--- config.mk ---
export PLATFORM = sky130hd
export DESIGN_NAME = cvs_front
export DESIGN_NICKNAME = d
export VERILOG_FILES = /design/src/rtl/cvs_pkg.sv /design/src/rtl/cvs_front.sv
export SDC_FILE = /design/constraint.sdc
export NUM_CORES = 1
export LEC_CHECK = 0
export BUFFER_PORTS_ARGS = -buffer_cell sky130_fd_sc_hd__buf_2
export CORE_MARGIN = 1
export CORE_UTILIZATION = 40
export CTS_CLUSTER_SIZE = 10
export DETAILED_ROUTE_END_ITERATION = 12
export PLACE_DENSITY = 0.65
export SYNTH_ARGS = -nofsm -noshare
export SYNTH_HDL_FRONTEND = slang
export SYNTH_SLANG_ARGS = --single-unit
--- constraint.sdc ---
create_clock -name clk -period 2.4 [get_ports clk]
set_clock_uncertainty 0.15 [all_clocks]
set_input_delay 0.48 -clock clk [delete_from_list [all_inputs] [get_ports clk]]
set_output_delay 0.48 -clock clk [all_outputs]
set_load 0.01 [all_outputs]
--- src/rtl/cvs_pkg.sv ---
// Shared types and codes for the cosine top-k vector search core.
// No dependencies; imported by the front end, the engine and the top level.
package cvs_pkg;

  // Command codes carried by each item
  typedef enum logic [1:0] {
    CMD_ADD    = 2'd0,
    CMD_QUERY  = 2'd1,
    CMD_REMOVE = 2'd2,
    CMD_CLEAR  = 2'd3
  } cmd_t;

  // Result status codes
  typedef enum logic [1:0] {
    STS_OK       = 2'd0,
    STS_DIM      = 2'd1,
    STS_FULL     = 2'd2,
    STS_NO_MATCH = 2'd3
  } status_t;

  // Configuration register indexes
  localparam logic REG_MATCH_LIMIT = 1'b0;
  localparam logic REG_MIN_SCORE   = 1'b1;

  localparam logic [4:0] MATCH_LIMIT_RST = 5'd16;
  localparam logic signed [15:0] MIN_SCORE_RST = 16'sh8000;

  // Input item
  typedef struct packed {
    cmd_t               cmd;
    logic signed [15:0] element_value;
    logic               element_last;
    logic [15:0]        doc_id;
  } item_t;

  // Result item
  typedef struct packed {
    status_t            status;
    logic [15:0]        match_id;
    logic signed [15:0] match_score;
    logic [8:0]         entry_count;
    logic               result_last;
  } result_t;

  // Job handed from the front end to the engine (length travels beside it)
  typedef struct packed {
    cmd_t        cmd;
    logic [15:0] doc_id;
    logic        overflow;
  } job_t;

  localparam int JOB_W = $bits(job_t);

  // Engine sequencer states
  typedef enum logic [4:0] {
    BS_IDLE,
    BS_CHECK,
    BS_A_KRD,
    BS_A_KCMP,
    BS_A_CHK,
    BS_SUM,
    BS_SQRT,
    BS_N_RD,
    BS_N_LD,
    BS_N_DIV,
    BS_N_WR,
    BS_A_COMMIT,
    BS_Q_DOT,
    BS_Q_WR,
    BS_S_START,
    BS_S_SWEEP,
    BS_S_MARK,
    BS_S_KEY,
    BS_S_DONE,
    BS_R_KRD,
    BS_R_KCMP,
    BS_R_COPY,
    BS_R_KWR,
    BS_R_DONE
  } bstate_t;

  // Pack one result item
  function automatic result_t make_res(status_t st, logic [15:0] id,
                                       logic signed [15:0] score,
                                       logic [8:0] cnt, logic last);
    result_t r;
    r.status      = st;
    r.match_id    = id;
    r.match_score = score;
    r.entry_count = cnt;
    r.result_last = last;
    return r;
  endfunction

endpackage

--- src/rtl/cvs_front.sv ---
// Front end: accepts items, loads vector components into staging, and
// queues a job for each final component, remove or clear. Uses cvs_pkg.
module cvs_front import cvs_pkg::*; #(
  parameter int MAX_DIM = 64,
  localparam int DIM_W  = (MAX_DIM > 1) ? $clog2(MAX_DIM) : 1,
  localparam int LEN_W  = $clog2(MAX_DIM + 1)
) (
  input  logic                clk,
  input  logic                rst,
  input  logic                accept,
  input  item_t               item,
  output logic                push,
  output job_t                job,
  output logic [LEN_W-1:0]    job_len,
  input  logic [DIM_W-1:0]    stg_raddr,
  output logic signed [15:0]  stg_rdata
);

  logic signed [15:0] stg_mem [MAX_DIM];
  logic [LEN_W-1:0]   stg_len;
  logic               ovf;
  logic               is_elem;
  logic               room;
  logic [LEN_W-1:0]   len_new;
  logic               ovf_new;

  // Classify the item
  always_comb begin
    is_elem = (item.cmd == CMD_ADD) || (item.cmd == CMD_QUERY);
    room    = !ovf && (stg_len < LEN_W'(MAX_DIM));
    len_new = room ? stg_len + 1'b1 : stg_len;
    ovf_new = !room;
    push    = accept && (!is_elem || item.element_last);
    job.cmd      = item.cmd;
    job.doc_id   = item.doc_id;
    job.overflow = is_elem ? ovf_new : 1'b0;
    job_len      = len_new;
  end

  // Staging length and overflow mark
  always_ff @(posedge clk) begin
    if (rst) begin
      stg_len <= '0;
      ovf     <= 1'b0;
    end else if (accept) begin
      if (is_elem && !item.element_last) begin
        stg_len <= len_new;
        ovf     <= ovf_new;
      end else if (is_elem || item.cmd == CMD_CLEAR) begin
        stg_len <= '0;
        ovf     <= 1'b0;
      end
    end
  end

  // Staging memory
  always_ff @(posedge clk) begin
    if (accept && is_elem && room) begin
      stg_mem[stg_len[DIM_W-1:0]] <= item.element_value;
    end
    stg_rdata <= stg_mem[stg_raddr];
  end

endmodule

After elaboration in Yosys (flattened, before gate mapping) --
Memory sizes are Yosys's and may differ from the RTL's. A register that Yosys moved wholly into a read port is not among the register bits. Index checks and enable logic that the tools add are counted. Widths: inputs -> output; s select.
Operators by class: magnitude comparators 1, $add $sub $neg 1, reductions and logical operators 15, muxes and demuxes 8, eq/ne operators 2
Operator list (number):
- $mux 7 | 3
- $add 7x1->7 const B | 1
- $lt 7x7->1 const B | 1
- $logic_and 1x1->1 | 5
- $mux 1 | 5
- $logic_not 1->1 | 4
- $logic_or 1x1->1 | 3
- $eq 2x1->1 const B | 1
- $eq 2x2->1 const B | 1
- $logic_not 2->1 | 1
- $reduce_and 2->1 | 1
- $reduce_bool 2->1 | 1
Storage, ports and cells: register bits after elaboration 8, bits in writable memories 1024, bits of input ports 44, logic and storage cells 30, memories kept 1
Memories:
- stg_mem | depth 64, width 16, rd ports 1, clocked after Yosys merged registers in 1, wr ports 1, line cvs_front.sv:19 | logic signed [15:0] stg_mem [MAX_DIM];

Depth between registers and ports, before layout --
word-level depth 6, mapped depth 10

Worst setup path before layout --
OpenSTA, ideal clock, no wires.
path type register to register, start register stg_len[6], end memory stg_mem[63][0] (enable), arrival 1.947 ns, library setup time 0.388 ns, setup slack -0.085 ns, required time 1.862 ns, buffers on the path 1, cell stages (with the launch flop) 6, period minus slack after synthesis 2.485 ns, cell sequence dfxtp_1 -> nor2_1 -> clkbuf_1 -> nand3_1 -> nand3b_1 -> nor2_1
On the way: word-level cells in the longest chain between the ends 5
RTL lines:
- from (decl) | line cvs_front.sv:20 | logic [LEN_W-1:0] stg_len;
- from (signal assigned) | line cvs_front.sv:47 | stg_len <= len_new;
- $lt 7x7->1 | line cvs_front.sv:30 | room = !ovf && (stg_len < LEN_W'(MAX_DIM));
- $logic_and 1x1->1 | line cvs_front.sv:30
- $logic_and 1x1->1 | line cvs_front.sv:58 | if (accept && is_elem && room) begin
- $mux 1 | line cvs_front.sv:58
- $mux 1 (implied by the code) | line cvs_front.sv:59 | stg_mem[stg_len[DIM_W-1:0]] <= item.element_value;
- to (decl) | line cvs_front.sv:19
No other way between the ends.

Worst setup path after layout --
start register ovf, end output port job_len[4]
On the way: word-level cells in the longest chain between the ends 3
RTL lines:
- from (decl) | line cvs_front.sv:21 | logic ovf;
- from (signal assigned) | line cvs_front.sv:48 | ovf <= ovf_new;
- $logic_not 1->1 | line cvs_front.sv:30
- $logic_and 1x1->1 | line cvs_front.sv:30
- $mux 7 | line cvs_front.sv:31 | len_new = room ? stg_len + 1'b1 : stg_len;
- to (decl) | line cvs_front.sv:14 | output logic [LEN_W-1:0] job_len,
No other way between the ends.

==> Implementation_results.wiki <==
{| class="wikitable"
! Metric !! Value
|-
| Result of the run || complete, but fails checks
|-
| Failing checks || negative setup slack
|-
| Number of warnings issued by yosys || 0
|-
| Post-synthesis cell area || 40190 um2
|-
| Initial DRC count || 2093
|-
| Final routed DRC violation total || 0
|-
| Capturing element type of the critical path || output pin
|-
| Crit-path cells || nor2_4 -> buf_6 -> nand4_1 -> xnor2_2 -> buf_2
|-
| Req. time, crit path || ~1800 ps
|-
| Placer Congestion || between 0.8 and 0.9
|-
| Number of buffers on the longest clock path || 3
|-
| Synthesized flop and latch total || about 1000
|-
| Layout fillers || ~7900
|-
| Setup repair after global routing missed its margin || true
|-
| Share of synthesized area occupied by flip-flops and latches || 0.7770
|-
| Wire length of the first global-routing pass || 138800 um
|-
| Start of the worst register-to-register path || stg_mem[27][7]
|-
| Tcrit/Tclk final || 1.015
|-
| Area of the placeable core || slightly below 100000 um2
|-
| Hold EP || ovf
|-
| Main synth FF type || sky130_fd_sc_hd__edfxtp_1
|-
| Layout area overhead || 19.05%
|-
| Worst vdd ir || 0.5415 mV
|-
| Slowest stage delay, CP || between 300 and 400 ps
|-
| Final Routed Wirelength || approximately 96000 um
|-
| Maxcap violations || 0
|-
| Part of the total power dissipated in sequential elements || 0.536
|-
| Routed wl met2 || 46280 um
|-
| Row cnt || around 120
|-
| Class of the tightest hold or removal check || in -> reg
|-
| Power density over the cells || 786.0 nW/um2
|-
| CP max FO || 5
|-
| Proportion of total power due to net switching || 0.2044
|-
| Met3 wirelength from detailed routing || a little over 7000 um
|-
| Cell taking the most area after synthesis || sky130_fd_sc_hd__edfxtp_1
|-
| Internal power contribution || roughly 0.030 W
|-
| Detailed placer's ending HPWL || ~57000 um
|-
| Clock tree root driver cell || sky130_fd_sc_hd__clkbuf_16
|-
| Clock latency at the later pin of the worst-skew pair || 680 ps
|-
| DR vias/cell || ~5.6
|-
| Worst-path clk slew || ~60 ps
|-
| Number of buffers inserted during clock tree synthesis || around 120
|-
| Switch Pwr || about 0.0077 W
|-
| Syn_area_per_cell || between 20 and 25 um2
|-
| Start point of the critical path || ovf
|-
| Routed vias || just under 20000
|-
| Global route total overflow || 0
|-
| Arrival time at the worst endpoint || approximately 1800 ps
|-
| Cells after DPL || 3272
|-
| Final Worst Setup Slack || -34.95 ps
|-
| Input/output buffers || 54
|-
| Clock power share || 0.412
|-
| Critical Path Slowest Stage Cell || sky130_fd_sc_hd__dfxtp_2
|-
| Post-synthesis async set-or-reset flop share || 0
|-
| Number of sinks on the clock net || roughly 1000
|-
| Max-slew violation count || 0
|-
| Non-filler instance count after layout || between 3000 and 4000
|-
| Buffers and inverters on the worst path || 2
|-
| Synth Instances || 1800
|-
| Clock tree from TritonCTS || yes
|-
| Highest routed metal layer || met4
|-
| Number of setup violations in the final report || 3
|-
| Number of global-route vias before repair || 20080
|-
| Number of antenna violations at the first check in global routing || 1
|-
| Startpoint-to-endpoint class of the critical path || reg -> out
|-
| DP Worst Slack || -565.3 ps
|-
| Total Nets Final || approximately 2200
|-
| Fraction of power consumed by combinational cells || 0.052
|-
| Yosys top cell area share || 0.7650
|-
| Delay-heaviest family, CP || flip-flops
|-
| Overall track demand over capacity in global routing || 0.1885
|-
| Tightest slew margin relative to the limit || 0.3011
|-
| Effective utilization at floorplan || 0.4060
|-
| Clock period minus final worst setup slack || approximately 2400 ps
|-
| Capturing point of the worst reg2reg path || stg_rdata[7]
|-
| Actual transition at the worst max-transition pin || about 1000 ps
|-
| Startpoint of the tightest hold check path || item[16]
|-
| Number of primary I/O pins || slightly below 90
|-
| Share of cells above drive strength 1 || 0.3423
|-
| Post-detailed-route wirelength per cell || approximately 28 um
|-
| Startpoint Class || flop
|-
| Synth top cells by count || sky130_fd_sc_hd__edfxtp_1 (1024), sky130_fd_sc_hd__mux4_2 (270), sky130_fd_sc_hd__nor2_1 (102), sky130_fd_sc_hd__mux2i_1 (50), sky130_fd_sc_hd__clkbuf_1 (42)
|-
| Cells on Worst Hold Path || 5
|-
| Post-route standard cell area excluding fillers || approximately 48000 um2
|-
| Number of synthesized flops with an enable pin || just over 1000
|-
| Max frequency || roughly 400 MHz
|-
| Total routed wire length on the met1 layer || between 30000 and 40000 um
|-
| Synthesized netlist net count || between 1500 and 2000
|-
| H-tree depth reported by CTS || 3
|-
| Vertical die dimension || 319.0 um
|-
| Number of distinct library cell variants in the gate-level netlist after synthesis || 45
|-
| Largest cells by area after synthesis || sky130_fd_sc_hd__edfxtp_1 (77%), sky130_fd_sc_hd__mux4_2 (15%), sky130_fd_sc_hd__mux2i_1 (1.2%), sky130_fd_sc_hd__dfxtp_1 (1.2%), sky130_fd_sc_hd__nor2_1 (0.95%)
|-
| Register-to-register setup slack || between 100 and 150 ps
|-
| First-pass DRT Iterations || 5
|-
| Cell depth of the worst flop-to-flop path || 7
|-
| Placement-stage cell area || 44450 um2
|-
| Leakage || roughly 15 nW
|-
| Die X-Extent || ~320 um
|-
| Most common cell in the synthesized netlist || sky130_fd_sc_hd__edfxtp_1
|-
| Final antenna-violating net count || 0
|-
| Final-report hold violation count || 0
|-
| Pin count of the biggest net entering global routing || between 60 and 70
|-
| Minimum hold slack || between 100 and 150 ps
|-
| Die area || about 100000 um2
|}
worst max-delay path by stage:
| stage | cells after the start | endpoint | slack, ps |
|---|---|---|---|
| floorplan | 5 | stg_mem[63][0] | -80 |
| global placement | 9 | stg_rdata[7] | -560 |
| detailed placement | 9 | stg_rdata[7] | -570 |
| CTS | 5 | job_len[5] | -70 |
| global route | 5 | job_len[4] | -110 |
| finish | 5 | job_len[4] | -30 |
area by class of cell:
type                       count  area (um2)  area share
clock buffer                 157        3099     0.06477
clock inverter                 9       97.59    0.002040
multi-input combinational    632        8428      0.1761
antenna                        1       2.502  0.00005230
timing repair buffer         314        3356     0.07013
tap                         1287        1610     0.03365
inverter                       2       7.507   0.0001569
sequential                  1048       31250      0.6531
metrics by stage:
step | utilization | total power [W] | TNS, ps
floorplan | - | 0.02149 | -15100
global placement | 0.4490 | 0.02247 | -4493
detailed placement | 0.4490 | 0.02251 | -4654
CTS | 0.4827 | 0.03788 | -188.5
global route | 0.4833 | 0.03863 | -289.3
finish | 0.4834 | 0.03761 | -65.12
what timing repair did:
item	CTS	global route
resized for setup	23	8
endpoints found under the setup margin	8	7
hold endpoints to repair	8	0
hold buffers	1	0
setup buffers	7	3
pin swaps	6	5
tightest hold or removal path, stage by stage:
cell and delay (ps):
sky130_fd_sc_hd__buf_2 90, sky130_fd_sc_hd__nor3b_1 40, sky130_fd_sc_hd__buf_4 160, sky130_fd_sc_hd__nand2_1 70, sky130_fd_sc_hd__a21oi_1 50
cells by family (layout without fill, tap and decap cells):
| group | after synthesis | count (layout) | synth area share |
|---|---|---|---|
| flip-flops | 1048 | 1048 | 0.7770 |
| XOR/XNOR | 5 | 5 | 0.001089 |
| AO/OA/AOI/OAI | 135 | 135 | 0.02182 |
| other | 0 | 1 | 0 |
| multiplexers | 326 | 326 | 0.1654 |
| AND/OR/NAND/NOR | 165 | 165 | 0.01852 |
| adder cells (fa/ha/maj) | 1 | 1 | 0.0003112 |
| buffers and inverters | 120 | 482 | 0.01588 |
metal layers:
metal  up-vias  global-route usage
li1       8174                   -
met5         -                   0
met3       110             0.03493
met1     10430              0.2623
met2       767              0.3020
met4         0             0.06004
power groups by stage:
stage	combinational [W]	clock [W]	sequential, W
2_1_floorplan	0.000939	0	0.0205
3_3_place_gp	0.00192	0	0.0206
3_5_place_dp	0.00196	0	0.0206
4_1_cts	0.00197	0.0157	0.0202
5_1_grt	0.00207	0.0164	0.0202
6_report	0.00196	0.0155	0.0202
sequential cells by signal (all words and copies together), names as in the netlist:
signal / cells
ovf: 1
stg_len: 7
stg_mem: 1024
stg_rdata: 16
cell usage in the layout, fill, tap and decap left out, types with 3 or more instances in the layout:
| master | netlist | routed |
|---|---|---|
| sky130_fd_sc_hd__mux2_2 | 6 | 5 |
| sky130_fd_sc_hd__edfxtp_1 | 1024 | 1024 |
| sky130_fd_sc_hd__a22oi_1 | 4 | 4 |
| sky130_fd_sc_hd__nor2b_1 | 20 | 20 |
| sky130_fd_sc_hd__o31ai_1 | 13 | 13 |
| sky130_fd_sc_hd__clkbuf_16 | 0 | 118 |
| sky130_fd_sc_hd__nor2_2 | 0 | 6 |
| sky130_fd_sc_hd__clkbuf_1 | 42 | 39 |
| sky130_fd_sc_hd__o21ai_0 | 30 | 29 |
| sky130_fd_sc_hd__dfxtp_1 | 24 | 18 |
| sky130_fd_sc_hd__nand2_1 | 16 | 15 |
| sky130_fd_sc_hd__a21oi_1 | 32 | 32 |
| sky130_fd_sc_hd__mux4_2 | 270 | 270 |
| sky130_fd_sc_hd__o22ai_1 | 3 | 3 |
| sky130_fd_sc_hd__o221ai_1 | 14 | 14 |
| sky130_fd_sc_hd__nand3_1 | 5 | 4 |
| sky130_fd_sc_hd__nand2b_1 | 4 | 4 |
| sky130_fd_sc_hd__dfxtp_4 | 0 | 5 |
| sky130_fd_sc_hd__inv_6 | 0 | 5 |
| sky130_fd_sc_hd__xnor2_2 | 0 | 4 |
| sky130_fd_sc_hd__a211oi_1 | 30 | 30 |
| sky130_fd_sc_hd__buf_2 | 39 | 49 |
| sky130_fd_sc_hd__buf_12 | 0 | 87 |
| sky130_fd_sc_hd__buf_4 | 29 | 171 |
| sky130_fd_sc_hd__mux2i_1 | 50 | 50 |
| sky130_fd_sc_hd__nand4_1 | 3 | 3 |
| sky130_fd_sc_hd__nand3b_1 | 4 | 4 |
| sky130_fd_sc_hd__nor2_1 | 102 | 95 |
| sky130_fd_sc_hd__buf_6 | 4 | 4 |
Power figures use the tool's default switching activity.
