--- src/rtl/cvs_fifo.sv ---
// Two-entry job queue between the front end and the engine.
// Depends on nothing but its width parameter.
module cvs_fifo #(
  parameter int W = 8
) (
  input  logic         clk,
  input  logic         rst,
  input  logic         push,
  input  logic [W-1:0] wdata,
  input  logic         pop,
  output logic [W-1:0] rdata,
  output logic         empty,
  output logic         full
);

  logic [W-1:0] slots [2];
  logic         wptr;
  logic         rptr;
  logic [1:0]   fill;

  assign empty = (fill == 2'd0);
  assign full  = (fill == 2'd2);
  assign rdata = slots[rptr];

  // Pointers and fill level
  always_ff @(posedge clk) begin
    if (rst) begin
      wptr <= 1'b0;
      rptr <= 1'b0;
      fill <= 2'd0;
    end else begin
      if (push && !full) begin
        slots[wptr] <= wdata;
        wptr        <= ~wptr;
      end
      if (pop && !empty) begin
        rptr <= ~rptr;
      end
      fill <= fill + {1'b0, (push && !full)} - {1'b0, (pop && !empty)};
    end
  end

endmodule

--- config.mk ---
export PLATFORM = sky130hd
export DESIGN_NAME = cvs_fifo
export DESIGN_NICKNAME = d
export VERILOG_FILES = /design/src/rtl/cvs_fifo.sv
export SDC_FILE = /design/constraint.sdc
export NUM_CORES = 1
export LEC_CHECK = 0
export ABC_AREA = 1
export BUFFER_PORTS_ARGS = -buffer_cell sky130_fd_sc_hd__clkbuf_2
export CAP_MARGIN = 20
export CELL_PAD_IN_SITES_DETAIL_PLACEMENT = 1
export CELL_PAD_IN_SITES_GLOBAL_PLACEMENT = 1
export CORE_MARGIN = 1
export CORE_UTILIZATION = 36
export DETAILED_ROUTE_END_ITERATION = 10
export PLACE_DENSITY = 0.76
export REMOVE_ABC_BUFFERS = 1
export SYNTH_ARGS = -nofsm -noshare
export SYNTH_HDL_FRONTEND = slang
export SYNTH_SLANG_ARGS = --single-unit
--- constraint.sdc ---
create_clock -name clk -period 1.2 [get_ports clk]
set_input_delay 0.3 -clock clk [delete_from_list [all_inputs] [get_ports clk]]
set_output_delay 0.3 -clock clk [all_outputs]
set_load 0.01 [all_outputs]
# Word-level counts from Yosys, hierarchy flattened
# Memories as Yosys holds them, arrays and structs flattened. A register that Yosys moved wholly into a read port is not among the register bits.
# Cells that the tools add are included.
# Widths: inputs -> output; s select.
# totals
register_bits,4
mem_bits_rw,16
in_bits,12
word_cells,19
n_memories,1
# classes
n_addsub,2
eq_ne,1
muxes,5
n_bitwise,2
reduce_logical,5
# mem_list
name,words,width,read_ports,rd_clocked_by_memory_dff,wr,line_no,rtl
slots,2,8,1,1,1,16,logic [W-1:0] slots [2];
# op_table
op,count
$mux 1,5
$add 2x1->2,1
$eq 2x2->1 const B,1
$logic_and 1x1->1,2
$logic_not 1->1,2
$logic_not 2->1,1
$not 1->1,2
$sub 2x1->2,1

# Depth between registers and ports, before layout
# Gate-level depths: netlist of run 1.
# logic_depth
word_depth,6
depth_mapped,10
depth_no_buf,10

# Worst setup path after synthesis of run 1
# Ideal clock, no wire load.
# synth_path
path_kind,register to register
startpoint,reg fill[0]
endpoint,reg fill[1]
setup_time_ns,0.115
arrival_time_ns,1.332
required_time_ns,1.085
setup_slack_ns,-0.247
stages_incl_launch_ff,10
path_cell_list,dfxtp_1 nor2_2 nor2_4 ha_1 inv_1 ha_1 inv_1 nand2_1 a21oi_1 nor2_1
# synth_between
elab_cells_between_ends,8
# synth_lines
element,line_no,rtl
"start, declared",19,logic [1:0] fill;
"start signal, assigned",39,"fill <= fill + {1'b0, (push && !full)} - {1'b0, (pop && !empty)};"
$logic_not 2->1,21,assign empty = (fill == 2'd0);
named net empty,12,"output logic empty,"
$logic_not 1->1,39,
$logic_and 1x1->1,39,
$sub 2x1->2,39,
# The timed path passes the listed nets, and every way through them passes these cells.
# A chain may end at the register's enable or synchronous reset.

==> results of run 1 <==
-- final cells by class --
cell class / count / share of cell area, %
tap: 28 / 2.605
clock buffer: 4 / 1.953
inverter: 10 / 2.977
sequential: 21 / 43.81
timing repair buffer: 36 / 24.09
multi-input combinational: 33 / 24.56
-- worst paths after layout --
| path | startpoint | end | slack, ns | cells after the start |
|---|---|---|---|---|
| setup reg to reg | fill[1] | fill[1] | -0.21 | 9 |
| hold reg to reg | rptr | flop | 0.57 | 2 |
| hold / removal | rst | fill[0] | 0.17 | 2 |
| setup / recovery | flop | rdata[4] | -0.33 | 3 |
-- power by group --
part	internal [mW]	total, mW	switching, mW
sequential	0.921	1.01	0.0913
clock	0.130	0.338	0.208
combinational	0.845	1.47	0.625
total	1.90	2.82	0.925
-- what timing repair did --
item,4_1_cts,5_1_grt
setup endpoints to repair,28,28
buffers inserted,2,3
pin swaps,9,9
resized for setup,22,27
-- cells in the mapped netlist --
cell type and count:
mux2_4 8, nand2_1 7, inv_2 1, nor2_2 4, nor2_4 1, buf_6 1
edfxtp_1 16, inv_1 9, nor2_1 6, ha_1 2, nand3_1 2, a21oi_1 1
o21ai_1 2, dfxtp_1 5
-- layer usage --
layer  vias up  GRT usage [%]  part of all wire (%)
li1        298              -                     -
met1       290          15.28                    36
met2        16          31.17                    60
met3         2          1.754                   2.8
met4         0          8.108                   1.2
met5         -              0                     0
-- registers in the layout (all words and copies together), names as in the netlist, named ones only --
register  flops
rptr          1
wptr          1
fill          2
slots        16
-- layout by cell type (no fill, tap or decap), drive strengths merged, types with 2 or more instances in the layout --
cell and instances:
dfxtp 5, nand3 2, mux2 8, nand2 7
inv 10, clkbuf 15, ha 2, buf 25
nor2 11, edfxtp 16, o21ai 2
-- kinds of logic (layout without fill, tap and decap cells) --
logic type | count (synthesis) | in the layout | share of synthesized area [%]
flops | 21 | 21 | 65.63
mux | 8 | 8 | 13.58
fa+ha+maj | 2 | 2 | 2.828
buf+inv | 11 | 50 | 5.515
compound gates | 3 | 3 | 1.697
simple gates | 20 | 20 | 10.75
-- per-stage QoR --
step	setup WS [ns]	instances	utilization (%)	TNS, ns	cell area (µm²)
after detailed placement	-0.2761	123	49.39	-1.033	1114
after floorplan	-0.2468	64	-	-0.7373	873.3
after CTS	-0.3480	129	54.88	-4.083	1237
after global placement	-0.1982	123	49.39	-0.4215	1114
after global routing	-0.3774	132	59.66	-4.956	1345
final	-0.3257	132	59.66	-3.907	1345
==> metrics.csv, run 1 <==
metric,value,unit
ant_nets,0,
regArea,589.3,µm²
cts.clk_slew.worst_paths,0.11,ns
routed_wl,1991,µm
path_cells,buf_12 > mux2_4 > buf_6,
worstSetupEndpointType,primary output,
grt_pass1_vias,655,
crit_family,flip-flops,
fin_nets,119,
cts-buffers-inserted,3,
crit_required,0.90,ns
finalMaxSlewViolations,0,
ir_worst_vdd,1.275,mV
synth_top_cell_by_area,edfxtp_1,
crit_path_start_kind,flop,
grt_usage,15.58,%
power.total,2.821,mW
fp.coreArea,2255,µm²
start_util,39.23,%
synth_area_per_cell,13.61,µm²
grt_antenna_before_repair,0,
holdWs,0.1664,ns
cts_hold_buffers,0,
synth_cell_types,14,
io_buffer_count,21,
yosys_warnings,0,
num_antenna_cells,0,
place.gp.congestion,0.7148,
setup_violations,20,
drc,0,
synthCells,65,
netlist.area_leader.share,54.31,%
grt_max_degree,12,
drive_above_1_share,66.35,%
dr.first_iter.drc_count,5,
cts_tree,built,
num_rows,17,
rsz0062_at_grt,yes,
violations,negative setup slack,
setup_slack,-0.3257,ns
hold_violations,0,
worstPathMaxFanout,8,
wire_per_inst,15.08,µm
clock_path_buffers,2,
hp-class,in2reg,
cpPeakStageDelay,0.36,ns
fill_cells,234,
cts.sinks,21,
critPathBufInv,2,
pin_count,22,
grt_first_pass_wirelength,2911,µm
dr.pass1.iters,3,
status,"complete, but fails checks",
arrival,1.23,ns
maxCapViolations,0,
ys_seq_area_share,65.63,%
fin_skew,0.002380,ns
dr_total_vias,606,
worstSetupPathType,reg2out,
dieArea,2659,µm²
clock-root-buffer,clkbuf_4,
tightestPinTransition,0.1579,ns
dp_hpwl,1277,µm
fmax,655.4,MHz
period_needed,1.526,ns
period_share,127.1,%
cellPowerDensity,2097,nW/µm²
ys_ff_latch,21,
dieWidth,51.57,µm
overflow,0,
vias_per_cell,4.591,
slew-limit-headroom,89.43,%
htree_levels,1,
clk_latency,0.30,ns
power.leakage,0.5682,nW
multi_input_area,330.3,µm²
dieHeight,51.57,µm
slowest_stage,dfxtp_2,
area_delta_synth_final,52.05,%
netlist_top_cells_area,"edfxtp_1, mux2_4, dfxtp_1, inv_1, nand2_1",
synth_area,884.6,µm²
(Power assumes the default switching activity.)
==> run 2, diff against run 1 <==
- SETUP_SLACK_MARGIN: default -> 0.2
==> run 2 against run 1 <==
Compared with the run above:
- the run still ends with negative setup slack left
- cell count grew 0.76%
- count of clock-buffer cells in the layout is the same
- sequential power is essentially flat
- clock power is essentially flat
- critical path depth is the same
==> metrics.csv, run 2 (same netlist as run 1, synthesis figures left out) <==
metric,value,unit
worstSetupPathType,reg2out,
dpl_cell_area,1114,µm²
violations,negative setup slack,
start_util,39.23,%
final_cell_area,1391,µm²
grt_pass1_vias,640,
crit_required,0.90,ns
grt_usage,15.33,%
status,"complete, but fails checks",
dr.first_iter.drc_count,5,
ir_worst_vdd,1.376,mV
worstSetupEndpointType,primary output,
fmax,655.4,MHz
clock-root-buffer,clkbuf_4,
seq_power_share,34.9,%
dieArea,2659,µm²
p_int,1.947,mW
final_util,61.71,%
cts.sinks,21,
grt_first_pass_wirelength,2842,µm
final_common_cell,buf_6,
wire_per_inst,14.32,µm
htree_levels,1,
dp.cells,123,
area_delta_synth_final,57.28,%
top_regs,"slots (16), fill (2)",
dr_total_vias,606,
dr.pass1.iters,2,
net-switching-power,0.9475,mW
cts_tree,built,
clk_latency,0.30,ns
setup_tns,-4.205,ns
dieWidth,51.57,µm
hold_violations,0,
power.total,2.894,mW
cts.clk_slew.worst_paths,0.11,ns
arrival,1.23,ns
clock_power_share,11.8,%
post-place-ws,-0.2761,ns
grt_antenna_before_repair,0,
drive_above_1_share,71.43,%
routed_wl,1905,µm
clock_path_buffers,2,
largest_reg_flops,16,
fill_cells,230,
tightestPinTransition,0.1729,ns
holdWs,0.1648,ns
cts_hold_buffers,0,
rsz0062_at_grt,yes,
largest_register,slots,
power.leakage,0.5830,nW
grt_max_degree,12,
cts-buffers-inserted,3,
setup_violations,28,
worstPathMaxFanout,8,
num_antenna_cells,0,
maxCapViolations,0,
final_cell_mix,"buf_6, edfxtp_1, clkbuf_2, mux2_4, nor2_4",
dieHeight,51.57,µm
crit_path_start_kind,flop,
cellPowerDensity,2080,nW/µm²
final-instance-count-excl-fill,133,
num_rows,17,
place.gp.congestion,0.7148,
drc,0,
pin_count,22,
comb_power_share,53.3,%
dp_hpwl,1277,µm
slew-limit-headroom,88.43,%
fin_skew,0.001220,ns
vias_per_cell,4.556,
period_share,127.1,%
finalMaxSlewViolations,0,
fin_nets,120,
overflow,0,
fp.coreArea,2255,µm²
period_needed,1.526,ns
io_buffer_count,21,
p_sw_share,32.74,%
ant_nets,0,
hp-class,in2reg,
setup_slack,-0.3257,ns
## run 2: cell types whose count changed in the layout (fill, tap and decap cells not counted), moves of 2 or more
cell | previous run | this run
nand2_1 | 4 | 2
nand2_2 | 3 | 5
buf_4 | 9 | 4
buf_6 | 13 | 19
## run 2: power by group through the flow
stage          Clock, mW  Combinational [mW]  Sequential (mW)
2_1_floorplan          0               0.471            0.999
3_3_place_gp           0               0.892            0.974
3_5_place_dp           0               0.931            0.980
4_1_cts            0.349                1.25             1.00
5_1_grt            0.369                1.65             1.02
6_report           0.341                1.54             1.01
## run 2: path summary, 6_finish.rpt
| check | startpoint | endpoint | slack, ns | cells past startpoint |
|---|---|---|---|---|
| min reg2reg | rptr | flop | 0.54 | 2 |
| max | flop | rdata[4] | -0.33 | 3 |
| max reg2reg | fill[0] | fill[1] | -0.18 | 9 |
| min | rst | fill[0] | 0.16 | 2 |
## run 2: what timing repair did
action | in CTS | in global routing
endpoints found under the setup margin | 28 | 31
pin swaps | 11 | 14
endpoints found under the hold margin | 0 | 0
setup buffers | 2 | 4
resized for setup | 27 | 32
## run 2: per-layer routing
| metal | vias up | GRT usage [%] | wire length (µm) |
|---|---|---|---|
| met5 | - | 0 | 0 |
| li1 | 300 | - | - |
| met1 | 288 | 15.09 | 740 |
| met2 | 16 | 30.52 | 1085 |
| met3 | 2 | 1.754 | 57 |
| met4 | 0 | 8.108 | 21 |
## run 2: area by class of cell
class / instances / area (µm²) / area share [%]
Clock buffer: 4 / 26.28 / 1.888
Inverter: 10 / 37.54 / 2.698
Multi-Input combinational cell: 33 / 351.6 / 25.27
Sequential cell: 21 / 586.8 / 42.18
Tap cell: 28 / 35.03 / 2.518
Timing Repair Buffer: 37 / 354.1 / 25.45
## run 2: worst max-delay path, cell delays in order (launching register included)
cell and delay [ns]:
dfxtp_2 0.36, buf_12 0.13, mux2_4 0.31, buf_6 0.12
==> run 3, diff against run 2 <==
- CELL_PAD_IN_SITES_DETAIL_PLACEMENT: 1 -> 0
- CORE_UTILIZATION: 36 -> 39
- CTS_BUF_LIST: default -> sky130_fd_sc_hd__clkbuf_8
- PLACE_DENSITY: 0.76 -> 0.81
==> run 3 against run 2 <==
Compared with the run above:
- largest power group unchanged
- worst hold slack better by 0.057 ns
- the run still ends with negative setup slack left
- die area fell by 7.4%
- register-to-register slack is essentially flat
==> metrics.csv, run 3 (same netlist as run 1, synthesis figures left out) <==
metric,value,unit
drive_above_1_share,71.43,%
ir_worst_vdd,1.351,mV
crit_required,0.90,ns
post-place-ws,-0.2533,ns
arrival,1.14,ns
cts_tree,built,
overflow,0,
top_regs,"slots (16), fill (2)",
hp-class,in2reg,
dp.cells,123,
gr-usage-met2,23.65,%
htree_levels,1,
cts_hold_buffers,0,
vias_per_cell,4.477,
setup_violations,20,
dieWidth,49.63,µm
ant_nets,0,
seq_power_share,34.7,%
final_common_cell,buf_6,
dr.first_iter.drc_count,11,
p_sw_share,31.26,%
grt_max_degree,13,
cellPowerDensity,2108,nW/µm²
power.leakage,0.5898,nW
worstPathMaxFanout,4,
num_rows,16,
comb_power_share,50.3,%
dieArea,2463,µm²
cts.sinks,21,
rsz0062_at_grt,yes,
pin_count,22,
dieHeight,49.63,µm
tightestPinTransition,0.1714,ns
grt_usage,13.61,%
routed_wl,1548,µm
largest_reg_flops,16,
grt_busiest_layer,met2,
final-instance-count-excl-fill,132,
hold_violations,0,
worstSetupPathType,reg2out,
drc,0,
gr-usage-met1,15.17,%
final_cell_area,1396,µm²
setup_slack,-0.2447,ns
period_needed,1.445,ns
clock-root-buffer,clkbuf_8,
cts-buffers-inserted,3,
start_util,43.32,%
worstSetupEndpointType,primary output,
dr_total_vias,591,
grt_first_pass_wirelength,2490,µm
grt_pass1_vias,630,
dr.pass1.iters,4,
grt_antenna_before_repair,0,
violations,negative setup slack,
largest_register,slots,
clock_path_buffers,2,
cts.clk_slew.worst_paths,0.07,ns
io_buffer_count,21,
fmax,692.2,MHz
clk_latency,0.25,ns
net-switching-power,0.9201,mW
dpl_cell_area,1107,µm²
finalMaxSlewViolations,0,
period_share,120.4,%
wire_per_inst,11.73,µm
dp_hpwl,990.1,µm
maxCapViolations,0,
final_cell_mix,"buf_6, edfxtp_1, clkbuf_2, mux2_4",
crit_path_start_kind,flop,
area_delta_synth_final,57.85,%
grtUsageMet3,3.395,%
clock_power_share,15.0,%
fp.coreArea,2042,µm²
fin_nets,120,
p_int,2.023,mW
slew-limit-headroom,88.53,%
status,"complete, but fails checks",
fin_skew,0.003874,ns
place.gp.congestion,0.7036,
fill_cells,138,
num_antenna_cells,0,
run 3: cell type report:
| type | count | area (µm²) | area share [%] |
|---|---|---|---|
| Inverter | 10 | 40.04 | 2.867 |
| Clock buffer | 3 | 41.29 | 2.957 |
| Sequential cell | 21 | 589.3 | 42.20 |
| Clock inverter | 1 | 5.005 | 0.3584 |
| Multi-Input combinational cell | 33 | 349.1 | 25.00 |
| Tap cell | 27 | 33.78 | 2.419 |
| Timing Repair Buffer | 37 | 337.8 | 24.19 |
run 3: path summary, 6_finish.rpt:
check	start	slack [ns]	depth (start not counted)	endpoint
setup reg to reg	fill[1]	-0.18	10	fill[1]
hold / removal	rst	0.22	2	fill[0]
hold reg to reg	wptr	0.56	3	wptr
setup / recovery	flop	-0.24	3	rdata[1]
run 3: timing repair:
item	4_1_cts	5_1_grt
pin swaps	13	6
endpoints found under the setup margin	28	31
resized for setup	26	33
setup buffers	4	1
run 3: power by group through the flow:
stage          registers (mW)  logic, mW  clock network, mW
4_1_cts                  1.01       1.26              0.456
6_report                 1.02       1.48              0.440
2_1_floorplan           0.999      0.471                  0
5_1_grt                  1.03       1.60              0.488
3_3_place_gp            0.970      0.871                  0
3_5_place_dp            0.979      0.888                  0
run 3: per-stage QoR:
stage	hold slack, ns	power [mW]	util (%)	TNS, ns
finish	0.2213	2.943	68.38	-3.306
global route	0.2221	3.123	68.38	-4.529
CTS	0.2178	2.717	62.62	-3.195
detailed placement	0.4928	1.867	54.23	-0.8626
global placement	0.4836	1.841	54.23	-0.4021
floorplan	0.3712	1.470	-	-0.7373
run 3: critical path, stage by stage, from the launching register on:
cell and delay [ns]:
dfxtp_2 0.35, buf_6 0.12, mux2_4 0.30, buf_6 0.12
run 3: metal layers:
| layer | part of all wire (%) | wire length, µm |
|---|---|---|
| met1 | 42 | 655 |
| met2 | 53 | 828 |
| met3 | 4.1 | 64 |
| met4 | 0 | 0 |
| met5 | 0 | 0 |
